### config.mk
export PLATFORM = sky130hd
export DESIGN_NAME = fbfl_ram
export DESIGN_NICKNAME = d
export VERILOG_FILES = /design/src/sv/fbfl_ram.sv
export SDC_FILE = /design/constraint.sdc
export NUM_CORES = 1
export LEC_CHECK = 0
export BUFFER_PORTS_ARGS = -buffer_cell sky130_fd_sc_hd__buf_2
export CELL_PAD_IN_SITES_DETAIL_PLACEMENT = 1
export CELL_PAD_IN_SITES_GLOBAL_PLACEMENT = 1
export CORE_MARGIN = 4
export CORE_UTILIZATION = 40
export CTS_CLUSTER_SIZE = 28
export DETAILED_ROUTE_END_ITERATION = 10
export PLACE_DENSITY = 0.73
export SETUP_SLACK_MARGIN = 0.2
export SKIP_LAST_GASP = 1
export SLEW_MARGIN = 10
export SYNTH_ARGS = -nofsm -noshare
export SYNTH_HDL_FRONTEND = slang
export SYNTH_SLANG_ARGS = --single-unit
export TNS_END_PERCENT = 50
### constraint.sdc
create_clock -name clk -period 1.45 [get_ports clk]
set_input_delay 0.0725 -clock clk [delete_from_list [all_inputs] [get_ports clk]]
set_output_delay 0.0725 -clock clk [all_outputs]
set_load 0.005 [all_outputs]
### src/sv/fbfl_ram.sv
module fbfl_ram #(
  parameter int WIDTH = 8,
  parameter int DEPTH = 16
) (
  input  logic                     clk,
  input  logic                     we,
  input  logic [$clog2(DEPTH)-1:0] waddr,
  input  logic [WIDTH-1:0]         wdata,
  input  logic [$clog2(DEPTH)-1:0] raddr,
  output logic [WIDTH-1:0]         rdata
);

  logic [WIDTH-1:0] mem [DEPTH];

  always_ff @(posedge clk) begin
    if (we) begin
      mem[waddr] <= wdata;
    end
    rdata <= mem[raddr];
  end

endmodule

; ---- Yosys cells after proc, flatten, opt, wreduce, memory -nomap -nowiden
; Memory sizes are Yosys's and may differ from the RTL's. A register that Yosys moved wholly into a read port is not among the register bits.
; Index checks and enable logic that the tools add are counted.
[word_totals]
register_bits = 0
ramBits = 128
output_inout_bits = 8
elab_cells = 3
memories = 1
[classes]
mux = 2
[mem_list]
columns = name, depth, width, rd, rd_ports_with_merged_regs, write_ports, line_no
row1 = mem, 16, 8, 1, 1, 1, 13  ; logic [WIDTH-1:0] mem [DEPTH];
[op_table]
columns = operator, n
row1 = two-way mux 1 bit, 2

; ---- Logic depth before layout (Yosys ltp)
[depth]
depth_word = 2
ltp_mapped = 5

; ---- Worst setup path before layout
; Ideal clock, no wire load.
[synth_path]
path_type = input port to flip-flop
from = in waddr[2]
to = mem mem[0][0] (enable)
setup_ps = 383
t_arrival_ps = 1182
required_ps = 1067
path_slack_ps = -115
cell_stages = 2
path_buffers = 0
path_cell_list = or3b_2 > nor3_1
[synth_rtl]
columns = item, line_no
row1 = from (decl), 7  ; input logic [$clog2(DEPTH)-1:0] waddr,
row2 = to (decl), 13
; No word-level cell before the write port.

==> results.py <==
metrics = {
    "clock_tree": {
        "clock_sinks": 136,
        "cts_setup_buffers": 0,
        "cts_root_buffer": "clkbuf_16",
        "clk-insertion-delay-late_ns": 0.41,
        "htreeDepth": 4,
        "cts_tree": "done",
        "clockBufferDepth": 2,
        "cts_buffers": 17,
        "clk_pin_slew_ns": 0.06,
        "cts_hold_buf": 0,
    },
    "global_routing": {
        "grt_max_degree": 22,
        "track_usage_pct": 17.2,
        "antenna_found_initial": 0,
        "grt_overflow_total": 0,
        "grt_pass1_wl_mm": 17.6,
        "grt_pass1_vias": 2777,
    },
    "pwr": {
        "leakage_nw": 2.10,
        "power_mw": 9.61,
        "ir_worst_vdd_mv": 0.855,
        "power_density_mw_per_mm2": 1530,
    },
    "critical_path": {
        "reg2reg_to": "rdata[7]",
        "end_kind": "flip-flop",
        "slowest_stage": "mux4_2",
        "reg2reg_from": "mem[2][7]",
        "worstSetupPathType": "reg2reg",
        "worstRegToRegCells": 3,
        "endpoint": "rdata[7]",
        "crit_path_max_fanout": 1,
        "setup.worst_path.start": "mem[2][7]",
        "startpoint_type": "flip-flop",
        "crit_required_ns": 1.75,
        "cp_slowest_stage_delay_ns": 0.49,
        "rrSetupSlack_ns": 0.15,
        "cp_cell_sequence": "mux4_2 > a22oi_2 > nand2_1",
        "arrival_ns": 1.59,
    },
    "yosys": {
        "ys_warn_count": 0,
        "synth_nets": 247,
        "ys_seq_elements": 136,
        "syn_inst": 229,
        "ys_async_sr_fraction_pct": 0,
        "ys.flop_type": "edfxtp_1",
        "synth_edf_count": 128,
        "avgSynthCellArea_sq_um": 22.5,
        "synth_area_sq_mm": 0.00515,
        "synthDistinctLibCells": 19,
        "yosysSeqAreaShare_pct": 77.8,
    },
    "drt": {
        "dr.pass1.iters": 4,
        "drt-total-wl_mm": 11.3,
        "num_vias": 2451,
        "drcViolationCount": 0,
        "via_per_inst": 5.23,
        "wl_per_cell_um": 24.1,
        "drtIter0Drc": 213,
        "drtAntennaViolNets": 0,
    },
    "timing": {
        "relSlewSlack_pct": 37.8,
        "skew_ns": 0.00891,
        "drv_slew": 0,
        "finalHoldViolations": 0,
        "setup_viol": 0,
        "period_share_pct": 89.5,
        "clock.fmax_mhz": 770,
        "fin_crit_ns": 1.30,
        "fin_tns_setup_ns": 0,
        "worst_slew_pin_slew_ns": 0.932,
        "rsz0062_at_grt": "true",
    },
    "cells_and_area": {
        "instances_no_fill": 469,
        "final_cell_mix": "edfxtp_1, mux4_2, buf_2",
        "diodes": 0,
        "area_delta_synth_final_pct": 21.9,
        "nets": 302,
        "drive_above_1_share_pct": 39.1,
        "stdcell_area_sq_mm": 0.00627,
        "mostFrequentLayoutCell": "edfxtp_1",
    },
    "floorplan": {
        "io_pins": 26,
        "die_y_um": 121,
        "die_x_um": 121,
        "start_util_pct": 40.8,
        "row_count": 41,
        "core_sq_mm": 0.0126,
        "die_area_sq_mm": 0.0147,
    },
    "run": {
        "max_cap_violations": 0,
    },
    "placed_design": {
        "port_buffers": 25,
        "placed_area_sq_mm": 0.00561,
        "dp.cells": 437,
        "dp_hpwl_mm": 7.09,
        "gp_congestion": 0.732,
    },
    "worst_hold_path": {
        "min_path_cells": 1,
        "hold_class": "in2reg",
    },
    "outcome": {
        "status": "completed",
    },
}
[sequential cells by signal, indices dropped and copies added (netlist names)]
register	cells
mem	128
rdata	8
[stage by stage]
stage	worst slack [ns]	hold WS, ns	utilization, %
after floorplan	0.111	0.171	-
after global placement	-0.123	0.456	44.5
after detailed placement	-0.125	0.460	44.5
after CTS	0.136	0.0350	49.8
after global routing	0.0943	0.0507	49.7
final	0.152	0.0453	49.7
[worst max-delay path, delay by kind of cell (launching register included)]
family / cells / cell delay (ns)
AOI/OAI and AO/OA: 1 / 0.24
DFF: 1 / 0.37
muxes: 1 / 0.49
and+or+nand+nor: 1 / 0.08
[synth_stat cells, types with 2 or more instances]
cell type / count / area share, %
nand2_1: 9 / 0.66
dfxtp_1: 8 / 3.1
mux4_1: 14 / 7.1
clkdlybuf4s25_2: 3 / 0.58
nand3b_1: 2 / 0.29
buf_6: 3 / 0.66
mux4_2: 18 / 7.9
edfxtp_1: 128 / 75
nor3_1: 4 / 0.39
nor2_1: 13 / 0.95
a22oi_1: 16 / 2.3
buf_2: 3 / 0.29
nand2b_1: 2 / 0.24
[layout make-up]
cell class | instances | area (sq um)
clock inverters | 11 | 194
repair buffers | 46 | 333
fillers | 1148 | 6350
flip-flops and latches | 136 | 4000
clock buffers | 21 | 460
multi-input cells | 83 | 1070
well taps | 172 | 215
[report_power, final]
group,internal [mW],switching [mW]
clock,3.15,1.58
combinational,0.199,0.250
sequential,4.40,0.0313
[timing repair]
action | in CTS | in global routing
setup endpoints to repair | 8 | 8
pin swaps | 5 | 2
gates resized for setup | 16 | 4
[worst min path at each step]
stage | startpoint | end | slack, ns
floorplan | wdata[0] | mem[0][0] | 0.17
global placement | wdata[6] | mem[6][6] | 0.46
detailed placement | rdata[1] | rdata[1] | 0.46
CTS | wdata[1] | mem[8][1] | 0.04
global route | wdata[7] | mem[2][7] | 0.05
finish | wdata[1] | mem[8][1] | 0.05
[cells by family after synthesis]
kind of cell,share of synthesized area (%)
DFF,77.8
AOI/OAI and AO/OA,2.33
buffers and inverters,1.68
and+or+nand+nor,3.18
muxes,15.0
[metal layers]
metal,share of wire (%),GRT usage (%),wire [um],vias to the layer above
met5,0,0,0,-
met3,2.6,4.10,292,20
met4,2.9,8.19,327,0
met2,52,28.6,5920,51
met1,42,21.1,4760,1305
li1,-,-,-,1075
No activity file was read; power rests on OpenSTA's default activity.
